File: config.mk
export PLATFORM = sky130hd
export DESIGN_NAME = fifo_block_cache_directory_unit
export DESIGN_NICKNAME = d
export VERILOG_FILES = /design/src/design/fbcd_pkg.sv /design/src/design/fbcd_datapath.sv /design/src/design/fbcd_ctrl.sv /design/src/design/fifo_block_cache_directory_unit.sv
export SDC_FILE = /design/constraint.sdc
export NUM_CORES = 2
export LEC_CHECK = 0
export BUFFER_PORTS_ARGS = -buffer_cell sky130_fd_sc_hd__buf_2
export CAP_MARGIN = 20
export CORE_MARGIN = 3
export CORE_UTILIZATION = 45
export CTS_CLUSTER_DIAMETER = 200
export DETAILED_ROUTE_END_ITERATION = 12
export SYNTH_ARGS = -nofsm -noshare
export SYNTH_HDL_FRONTEND = slang
export SYNTH_SLANG_ARGS = --single-unit
File: constraint.sdc
create_clock -name clk -period 5.06 [get_ports clk]
set_input_delay 0.506 -clock clk [delete_from_list [all_inputs] [get_ports clk]]
set_output_delay 0.506 -clock clk [all_outputs]
set_load 0.02 [all_outputs]
File: src/design/fbcd_pkg.sv
`default_nettype none
package fbcd_pkg;

  localparam int DEF_ENTRIES = 16;
  localparam int FILE_W      = 16;
  localparam int OFF_W       = 48;
  localparam int SLOT_OUT_W  = 4;

  localparam logic OP_LOOKUP = 1'b0;
  localparam logic OP_INSERT = 1'b1;

  typedef struct packed {
    logic              op;
    logic [FILE_W-1:0] file_id;
    logic [OFF_W-1:0]  block_offset;
  } req_t;

  typedef struct packed {
    logic                  hit;
    logic [SLOT_OUT_W-1:0] slot;
    logic                  evicted;
    logic [FILE_W-1:0]     evicted_file_id;
    logic [OFF_W-1:0]      evicted_offset;
  } rsp_t;

  typedef enum logic [2:0] {
    ST_IDLE,
    ST_SCAN,
    ST_EVRD,
    ST_INSERT,
    ST_DONE
  } fbcd_state_t;

  // controller to datapath
  typedef struct packed {
    logic capture;
    logic scan_step;
    logic ev_read;
    logic ins_write;
    logic res_hit;
    logic res_miss;
    logic out_load;
  } ctrl_cmd_t;

  // datapath to controller
  typedef struct packed {
    logic full;
    logic match;
    logic scan_end;
    logic out_free;
  } dp_stat_t;

endpackage
`default_nettype wire

File: src/design/fbcd_datapath.sv
`default_nettype none
module fbcd_datapath #(
  parameter int ENTRIES = fbcd_pkg::DEF_ENTRIES
) (
  input  wire               clk,
  input  wire               rst_n,
  input  fbcd_pkg::req_t    in_data,
  input  fbcd_pkg::ctrl_cmd_t cmd,
  output fbcd_pkg::dp_stat_t  stat,
  output logic              out_valid,
  input  wire               out_ready,
  output fbcd_pkg::rsp_t    out_data
);
  import fbcd_pkg::*;

  localparam int SLOT_W = (ENTRIES > 1) ? $clog2(ENTRIES) : 1;
  localparam int CNT_W  = $clog2(ENTRIES + 1);
  localparam int SUM_W  = CNT_W + 1;
  localparam int KEY_W  = FILE_W + OFF_W;

  logic [KEY_W-1:0] mem [ENTRIES];

  logic [SLOT_W-1:0] oldest_r, oldest_nxt;
  logic [CNT_W-1:0]  count_r, count_nxt;
  logic [SLOT_W-1:0] ptr_r, ptr_nxt;
  logic [CNT_W-1:0]  k_r, k_nxt;
  logic              rd_vld_r, rd_vld_nxt;
  logic              out_valid_r, out_valid_nxt;

  logic [KEY_W-1:0]  rd_data_r;
  logic [SLOT_W-1:0] rd_slot_r;
  req_t              req_r;
  rsp_t              res_r;
  rsp_t              out_data_r;

  logic              full;
  logic              more;
  logic [KEY_W-1:0]  key_req;
  logic [SUM_W-1:0]  tail_sum;
  logic [SUM_W-1:0]  tail_wrap;
  logic [SLOT_W-1:0] ins_slot;
  logic [SLOT_W-1:0] rd_addr;
  logic              rd_en;

  function automatic logic [SLOT_W-1:0] next_slot(input logic [SLOT_W-1:0] s);
    logic [SLOT_W-1:0] n;
    if (s == SLOT_W'(ENTRIES - 1)) begin
      n = '0;
    end else begin
      n = s + 1'b1;
    end
    return n;
  endfunction

  function automatic logic [SLOT_OUT_W-1:0] slot_out(input logic [SLOT_W-1:0] s);
    logic [SLOT_W+SLOT_OUT_W-1:0] w;
    w = {{SLOT_OUT_W{1'b0}}, s};
    return w[SLOT_OUT_W-1:0];
  endfunction

  assign full    = (count_r == CNT_W'(ENTRIES));
  assign more    = (k_r < count_r);
  assign key_req = {req_r.file_id, req_r.block_offset};

  // tail slot, oldest + count stays below twice the depth
  assign tail_sum  = SUM_W'(oldest_r) + SUM_W'(count_r);
  assign tail_wrap = (tail_sum >= SUM_W'(ENTRIES)) ? (tail_sum - SUM_W'(ENTRIES)) : tail_sum;
  assign ins_slot  = full ? oldest_r : tail_wrap[SLOT_W-1:0];

  assign rd_addr = cmd.ev_read ? oldest_r : ptr_r;
  assign rd_en   = cmd.ev_read || (cmd.scan_step && more);

  assign stat.full     = full;
  assign stat.match    = rd_vld_r && (rd_data_r == key_req);
  assign stat.scan_end = !rd_vld_r && !more;
  assign stat.out_free = !out_valid_r || out_ready;

  always_comb begin
    oldest_nxt    = oldest_r;
    count_nxt     = count_r;
    ptr_nxt       = ptr_r;
    k_nxt         = k_r;
    rd_vld_nxt    = cmd.scan_step && more;
    out_valid_nxt = out_valid_r;
    if (cmd.capture) begin
      ptr_nxt = oldest_r;
      k_nxt   = '0;
    end
    if (cmd.scan_step && more) begin
      ptr_nxt = next_slot(ptr_r);
      k_nxt   = k_r + 1'b1;
    end
    if (cmd.ins_write) begin
      if (full) begin
        oldest_nxt = next_slot(oldest_r);
      end else begin
        count_nxt = count_r + 1'b1;
      end
    end
    if (cmd.out_load) begin
      out_valid_nxt = 1'b1;
    end else if (out_ready) begin
      out_valid_nxt = 1'b0;
    end
  end

  always_ff @(posedge clk) begin
    if (!rst_n) begin
      oldest_r    <= '0;
      count_r     <= '0;
      ptr_r       <= '0;
      k_r         <= '0;
      rd_vld_r    <= 1'b0;
      out_valid_r <= 1'b0;
    end else begin
      oldest_r    <= oldest_nxt;
      count_r     <= count_nxt;
      ptr_r       <= ptr_nxt;
      k_r         <= k_nxt;
      rd_vld_r    <= rd_vld_nxt;
      out_valid_r <= out_valid_nxt;
    end
  end

  // tag memory, one read and one write port
  always_ff @(posedge clk) begin
    if (rd_en) begin
      rd_data_r <= mem[rd_addr];
      rd_slot_r <= rd_addr;
    end
    if (cmd.ins_write) begin
      mem[ins_slot] <= key_req;
    end
  end

  always_ff @(posedge clk) begin
    if (cmd.capture) begin
      req_r <= in_data;
    end
    if (cmd.res_hit) begin
      res_r <= '{1'b1, slot_out(rd_slot_r), 1'b0, '0, '0};
    end else if (cmd.res_miss) begin
      res_r <= '0;
    end else if (cmd.ins_write) begin
      res_r <= '{1'b0, slot_out(ins_slot), full,
                 full ? rd_data_r[KEY_W-1:OFF_W] : '0,
                 full ? rd_data_r[OFF_W-1:0] : '0};
    end
    if (cmd.out_load) begin
      out_data_r <= res_r;
    end
  end

  assign out_valid = out_valid_r;
  assign out_data  = out_data_r;

endmodule
`default_nettype wire

File: src/design/fbcd_ctrl.sv
`default_nettype none
module fbcd_ctrl (
  input  wire                 clk,
  input  wire                 rst_n,
  input  wire                 in_valid,
  input  wire                 in_op,
  output logic                in_ready,
  input  fbcd_pkg::dp_stat_t  stat,
  output fbcd_pkg::ctrl_cmd_t cmd
);
  import fbcd_pkg::*;

  fbcd_state_t state_r, state_nxt;

  always_comb begin
    state_nxt = state_r;
    case (state_r)
      ST_IDLE: begin
        if (in_valid) begin
          if (in_op == OP_INSERT) begin
            state_nxt = stat.full ? ST_EVRD : ST_INSERT;
          end else begin
            state_nxt = ST_SCAN;
          end
        end
      end
      ST_SCAN: begin
        if (stat.match || stat.scan_end) begin
          state_nxt = ST_DONE;
        end
      end
      ST_EVRD:   state_nxt = ST_INSERT;
      ST_INSERT: state_nxt = ST_DONE;
      ST_DONE: begin
        if (stat.out_free) begin
          state_nxt = ST_IDLE;
        end
      end
      default:   state_nxt = ST_IDLE;
    endcase
  end

  always_comb begin
    cmd      = '0;
    in_ready = 1'b0;
    case (state_r)
      ST_IDLE: begin
        in_ready    = 1'b1;
        cmd.capture = in_valid;
      end
      ST_SCAN: begin
        if (stat.match) begin
          cmd.res_hit = 1'b1;
        end else if (stat.scan_end) begin
          cmd.res_miss = 1'b1;
        end else begin
          cmd.scan_step = 1'b1;
        end
      end
      ST_EVRD:   cmd.ev_read = 1'b1;
      ST_INSERT: cmd.ins_write = 1'b1;
      ST_DONE:   cmd.out_load = stat.out_free;
      default:   cmd = '0;
    endcase
  end

  always_ff @(posedge clk) begin
    if (!rst_n) begin
      state_r <= ST_IDLE;
    end else begin
      state_r <= state_nxt;
    end
  end

endmodule
`default_nettype wire

File: src/design/fifo_block_cache_directory_unit.sv
`default_nettype none
// fifo replacement tag directory for a block cache of ENTRIES slots. each input word is a
// lookup (op 0) or an insert (op 1) keyed by file_id and block_offset; each produces exactly
// one result word. a lookup walks the valid entries from oldest to newest, one tag memory
// read per cycle, and reports the oldest match; a miss walks all valid entries, at most
// ENTRIES, and a lookup in an empty directory reads none. when the cache is full, an insert
// first reads the head entry out for write-back; that entry's key comes back in
// evicted_file_id/evicted_offset and its slot is reused. a blocked output register delays
// the next accept. the single read port of the tag memory sets the scan rate. one word is
// in flight at a time; a finished result waits in the output register while the next
// word is accepted. tags need no clearing after reset, only valid entries are compared.
module fifo_block_cache_directory_unit #(
  parameter int ENTRIES = fbcd_pkg::DEF_ENTRIES
) (
  input  wire            clk,
  input  wire            rst_n,
  input  wire            in_valid,
  output logic           in_ready,
  input  fbcd_pkg::req_t in_data,
  output logic           out_valid,
  input  wire            out_ready,
  output fbcd_pkg::rsp_t out_data
);
  import fbcd_pkg::*;

  // command and status between sequencer and datapath
  ctrl_cmd_t cmd;
  dp_stat_t  stat;

  fbcd_ctrl u_ctrl (
    .clk      (clk),
    .rst_n    (rst_n),
    .in_valid (in_valid),
    .in_op    (in_data.op),
    .in_ready (in_ready),
    .stat     (stat),
    .cmd      (cmd)
  );

  // tag memory, fifo pointers, scan and result registers
  fbcd_datapath #(
    .ENTRIES (ENTRIES)
  ) u_dp (
    .clk       (clk),
    .rst_n     (rst_n),
    .in_data   (in_data),
    .cmd       (cmd),
    .stat      (stat),
    .out_valid (out_valid),
    .out_ready (out_ready),
    .out_data  (out_data)
  );

`ifndef NO_ASSERTIONS
  // one word in flight: no accept in the cycle after an accept
  assert property (@(posedge clk) disable iff (!rst_n)
    (in_valid && in_ready) |=> !in_ready)
    else $error("word accepted while previous word in flight");

  // a result load always shows up at the output
  assert property (@(posedge clk) disable iff (!rst_n)
    cmd.out_load |=> out_valid)
    else $error("result load did not raise out_valid");

  // no eviction means zero write-back key
  assert property (@(posedge clk) disable iff (!rst_n)
    (out_valid && !out_data.evicted) |->
      (out_data.evicted_file_id == '0 && out_data.evicted_offset == '0))
    else $error("write-back key set without eviction");

  // a hit is never an eviction
  assert property (@(posedge clk) disable iff (!rst_n)
    (out_valid && out_data.hit) |-> !out_data.evicted)
    else $error("hit and eviction in one result");
`endif

endmodule
`default_nettype wire

# Word-level counts from Yosys, hierarchy flattened
# Memory sizes are Yosys's and may differ from the RTL's. A register that Yosys moved wholly into a read port is not among the register bits.
# Cells that the tools add are included.
[classes]
div = 0
reduce_logical = 18
eq_ne = 11
n_mul = 0
n_shift = 0
bitwise = 1
order_cmp = 2
add_sub_neg = 6
n_mux = 36
[ops]
columns = ["operator", "n"]
rows = [
  ["70-bit 2-to-1 mux", 2],
  ["69-bit 2-to-1 mux", 1],
  ["64-bit equality test", 1],
  ["48-bit 2-to-1 mux", 1],
  ["4-bit 2-to-1 mux", 7],
  ["1-bit 2-to-1 mux", 16],
  ["16-bit 2-to-1 mux", 1],
  ["3-bit case mux with 5 select lines", 1],
  ["3-bit 2-to-1 mux", 4],
  ["5-bit by 1-bit adder with 5-bit output (second input constant)", 2],
  ["5-bit 2-to-1 mux", 2],
  ["4-bit by 1-bit adder with 4-bit output (second input constant)", 2],
  ["4-bit equality test (second input constant)", 2],
  ["4-bit by 5-bit adder with 6-bit output", 1],
  ["3-bit by 2-bit equality test with 1-bit output (second input constant)", 2],
  ["6-bit by 5-bit greater-or-equal comparator with 1-bit output (second input constant)", 1],
  ["2-bit nonzero test", 3],
  ["5-bit equality test (second input constant)", 1],
  ["5-bit less-than comparator", 1],
  ["2-bit by 1-bit inequality test with 1-bit output (second input constant)", 2],
  ["2-bit AND reduction", 2],
  ["4-bit by 1-bit subtractor with 4-bit output (second input constant)", 1],
  ["3-bit by 1-bit equality test with 1-bit output (second input constant)", 1],
  ["3-bit equality test (second input constant)", 1],
  ["10 further kinds", 16],
]
[word_totals]
latchBits = 0
register_bits = 231
inputBits = 69
elab_cells = 95
mem_bits_rw = 1024
rom_bits = 0
memories = 1
[mem_list]
columns = ["name", "depth", "width", "rd", "rd_clocked_by_memory_dff", "wr", "line", "rtl"]
rows = [
  ["u_dp.mem", 16, 64, 1, 1, 1, "fbcd_datapath.sv:21", "logic [KEY_W-1:0] mem [ENTRIES];"],
]

# Logic depth before layout (Yosys ltp)
[logic_depth]
word_depth = 8
mapped_depth = 11
ltp_nobuf = 8

# Modules after synthesis
# A second synthesis with hierarchy kept.
[unflattened]
hier_cells = 3735
area_unflattened_um2 = 50688.6
[modules_own_cells]
columns = ["mod", "cells_each", "n_inst", "area_per_inst_um2"]
rows = [
  ["fbcd_datapath", 3710, 1, 50500.9],
  ["fbcd_ctrl", 25, 1, 187.7],
]

# Least setup slack after synthesis
# OpenSTA, ideal clock, no wires.
[synth_timing]
kind = "register to register"
start = "reg u_dp.oldest_r[1]"
end = "mem u_dp.mem[13][0] (netlist name) (enable)"
t_arrival_ns = 4.403
path_stages_with_launch = 9
period_less_slack_ns = 4.890
setup_ns = 0.487
required_ns = 4.573
n_path_buf = 0
slack_ns = 0.170
cell_sequence = "dfxtp_1 > ha_1 > a21o_1 > a21oi_1 > xnor2_1 > nor2_1 > xnor2_1 > or2_2 > nor2_1"
[synth_between]
elab_chain_cells = 4
word_cells_on_any_way = 5
[synth_lines]
columns = ["item", "line", "rtl"]
rows = [
  ["start, declared", "fbcd_datapath.sv:23", "logic [SLOT_W-1:0] oldest_r, oldest_nxt;"],
  ["start signal, assigned", "fbcd_datapath.sv:116", "oldest_r <= oldest_nxt;"],
  ["4-bit by 5-bit adder with 6-bit output", "fbcd_datapath.sv:66", "assign tail_sum = SUM_W'(oldest_r) + SUM_W'(count_r);"],
  ["6-bit by 5-bit greater-or-equal comparator with 1-bit output / 4-bit by 1-bit subtractor with 4-bit output (equally long branches)", "fbcd_datapath.sv:67", "assign tail_wrap = (tail_sum >= SUM_W'(ENTRIES)) ? (tail_sum - SUM_W'(ENTRIES)) : tail_sum;"],
  ["4-bit 2-to-1 mux", "fbcd_datapath.sv:67", ""],
  ["4-bit 2-to-1 mux (*)", "fbcd_datapath.sv:68", "assign ins_slot = full ? oldest_r : tail_wrap[SLOT_W-1:0];"],
  ["end, declared", "fbcd_datapath.sv:21", ""],
]
# Mark *: on every way between the ends. The rest lies on a longest branch, timed or not.

# Final worst setup path
[layout_timing]
start = "reg u_dp.req_r, in the netlist u_dp.key_req[58]"
end = "reg u_dp.rd_data_r[20] (read register of u_dp.mem) (enable)"
[layout_between]
elab_chain_cells = 6
[layout_lines]
columns = ["item", "line", "rtl"]
rows = [
  ["start, declared", "fbcd_datapath.sv:32", "req_t req_r;"],
  ["start signal, assigned", "fbcd_datapath.sv:138", "req_r <= in_data;"],
  ["64-bit equality test", "fbcd_datapath.sv:74", "assign stat.match = rd_vld_r && (rd_data_r == key_req);"],
  ["1-bit logical AND", "fbcd_datapath.sv:74", ""],
  ["1-bit 2-to-1 mux", "fbcd_ctrl.sv:52", "if (stat.match) begin"],
  ["1-bit 2-to-1 mux", "fbcd_ctrl.sv:46", "case (state_r)"],
  ["1-bit logical AND", "fbcd_datapath.sv:71", "assign rd_en = cmd.ev_read || (cmd.scan_step && more);"],
  ["1-bit logical OR", "fbcd_datapath.sv:71", ""],
  ["named net u_dp.rd_en", "fbcd_datapath.sv:43", "logic rd_en;"],
  ["end, declared", "fbcd_datapath.sv:30", "logic [KEY_W-1:0] rd_data_r;"],
]
# The timed path passes the listed nets, and every way through them passes these cells.
# A chain may end at the register's enable or synchronous reset.

==> impl_results.md <==
- Status: completed
- Total gr overflow: 0
- H-tree levels: 4
- Synth area leaders: edfxtp_1 73%, nand2_1 7.8%, nand3_1 5.2%
- Worst Path Arrival: 4.40 ns
- Post-CTS setup buffer count: 0
- Final nets: 3962
- Vias per cell: 5.68
- Area Growth Syn to Fin: 15.3%
- Type of the worst min-delay path: primary input to register
- Gr usage total: 0.228
- Layout cells sized above 1: 0.111
- Syn nets: approximately 3.8k
- VDD IR max: 0.344 mV
- Initial core utilization: 0.455
- LEAKAGE: 20.0 nW
- Post-cts sizing count: 0
- Sequential power share: 0.542
- Leading cell types in the layout, fill and taps excluded: 1230 x edfxtp_1, 1044 x nand2_1, 522 x nand3_1, 143 x clkbuf_16, 140 x buf_2
- Max cap viols: 0
- Met1 Resource Use GR: 0.322
- Iteration-0 DRC Markers: about 3.5k
- WL final: 134000 µm
- Minimum clock period: 3.95 ns
- Area of the multi-input gates: 0.0109 mm²
- Global routing's busiest layer: met2
- Most common cell after layout, fill and taps aside: edfxtp_1
- #FFs+latches synth: 1319
- Clk slew on worst S/H paths: 0.06 ns
- Met2 GRT Util: 0.359
- CTS Hold Bufs: 59
- Main synth FF type: edfxtp_1
- Comb power frac: 0.029
- Final Max Slew Viols: 0
- Critical Path Start Type: register
- Peak per-stage delay on the critical path: 0.61 ns
- Required time worst endpoint: 5.50 ns
- Register area share after synthesis: 0.766
- Cells after synthesis: ~3.7k
- Crit path max-delay cell type: edfxtp_1
- Largest net degree at the start of global routing: 159
- Max frequency: 253 MHz
- Net Switching: slightly below 5 mW
- CTS Sinks: 1319
- Slew headroom: 0.269
- Synth warnings: 0
- Initial antenna violation count: 5
- Unique cell type count in the Yosys netlist: 52
- Chip height: between 300 and 400 µm
- Path type of the worst setup path: register to register
- DR pass1 iterations: 5
- Die width: 341 µm
- # fillers: 9190
- CTS Buf Count: 140
- Post-synth EDFFs: approximately 1.2k
- CP most frequent cell: nand4_1
- Die ar.: 0.116 mm²
- Met3 GRT Util: 0.0471
- Detailed Place HPWL: around 68000 µm
- Synth area leader: edfxtp_1
- Top cell type's share of synthesized area: 0.731
- Drt drc: 0
- Synthesized area: 0.0505 mm²
- Sw Share: 0.211
- Vias in the first global route: around 30k
- Final Setup Violations: 0
- Routability cong.: 0.763
- Drt wl/cell: 24.5 µm
- CTS tree: done
- Clk Latency, worst-skew pair: approximately 0.73 ns
- First-pass GRT wire length: about 200000 µm
- Sequential cell area: just under 0.04 mm²
- CTS max path bufs: 3
- Crit path capture type: register
- Worst slew pin tran: 1.10 ns
- Antenna-violating nets left: 0
- CP max FO: 28
- RSZ-0062 raised after global routing: false
- Final core utilization: 0.525
- Row Count: 122
- Avg Inst Size Synth: 13.7 µm²
- Number of I/O pins: around 140
- Int Pwr: approximately 18 mW
- Critical Path, Cell by Cell: xnor2_1 -> nand4_1 -> nor4_1 -> nand4_1 -> nor4_4 -> or2_1 -> nand2b_4 -> buf_12
- PwrDens: just under 400 mW/mm²
- Root buf cell: clkbuf_16
- TNS Setup: 0 ns
- Worst clock skew: 0.0305 ns
- Async SR Flop Fraction: 0
- Final period util: 0.781
- Vias: 31.2k
- Final hold viol count: 0
- Core Region: 0.111 mm²
- Port buffer count: 140
- Clock share of power: 0.429
[critical path: cells and delay by family, from the launching register on]
family                 cells  cell delay [ns]
AND/OR/NAND/NOR            6             2.11
buffers and inverters      1             0.32
XOR/XNOR                   1             0.60
flip-flops                 1             0.61
[area by class of cell]
cell class / instances / area share
inverter: 27 / 0.00208
multi-input combinational: 2114 / 0.187
timing repair buffer: 278 / 0.0389
antenna: 1 / 0.0000430
clock inverter: 59 / 0.00829
sequential: 1319 / 0.665
clock buffer: 199 / 0.0669
tap: 1488 / 0.0320
[metrics by stage]
stage | hold slack (ns) | instance area (µm²) | setup WS [ns] | std cells | power, mW
after floorplan | 0.400 | 50500 | 0.170 | 3694 | 12.8
after global placement | 0.421 | 53200 | 1.08 | 5165 | 13.2
after detailed placement | 0.416 | 53200 | 1.09 | 5166 | 13.2
after CTS | 0.00109 | 58200 | 1.04 | 5483 | 23.0
after global routing | 0.00312 | 58200 | 0.848 | 5484 | 23.5
final | 0.0293 | 58200 | 1.11 | 5485 | 22.9
[registers in the layout, indices dropped and copies added, names as in the netlist]
signal and count:
u_dp.rd_data_r 64, u_dp.k_r 5, u_dp.rd_vld_r 1, u_ctrl.state_r 3, u_dp.out_data 70, u_dp.ptr_r 4, u_dp.mem 1024, u_dp.res_r 70
u_dp.rd_slot_r 4, u_dp.out_valid 1, u_dp.oldest_r 4, u_dp.count_r 5, u_dp.key_req 64
[synthesized netlist by cell type, types with 8 or more instances]
cell type  count
edfxtp_1    1230
nand2_1     1044
nand3_1      522
a311oi_1     131
clkbuf_1     128
dfxtp_1       89
buf_2         85
a31oi_1       66
a22o_1        65
and3_1        64
nor2_1        33
xor2_1        31
inv_1         25
xnor2_1       24
buf_1         19
a21oi_1       12
ha_1          12
nor4_1        11
nand2b_1      10
nor2b_1       10
nand4_1        8
[metal layers]
layer / up-vias / wire [µm]
met5: - / 13
met4: 2 / 3310
met3: 220 / 11300
met2: 1280 / 62900
met1: 15600 / 57000
li1: 14100 / -
[power groups by stage]
stage	Clock (mW)	Combinational (mW)	Sequential [mW]
global route	10.4	0.715	12.4
CTS	9.95	0.671	12.4
detailed placement	0	0.632	12.6
finish	9.81	0.670	12.4
global placement	0	0.627	12.6
floorplan	0	0.256	12.6
[logic make-up after synthesis]
logic type | synth area share
simple gates | 0.148
flops | 0.766
compound gates | 0.0500
buf+inv | 0.0218
xor+xnor | 0.00954
fa+ha+maj | 0.00337
mux | 0.00126
[final timing paths]
| path | slack [ns] | from | endpoint | cells past startpoint |
|---|---|---|---|---|
| worst max register to register | 1.11 | u_dp.key_req[58] | u_dp.rd_data_r[20] | 8 |
| worst min register to register | 0.43 | u_dp.res_r[22] | u_dp.out_data[22] | 0 |
| worst max-delay path | 1.11 | u_dp.key_req[58] | u_dp.rd_data_r[20] | 8 |
| worst min-delay path | 0.03 | in_data[36] | u_dp.key_req[36] | 1 |
No activity file was read; power rests on OpenSTA's default activity.
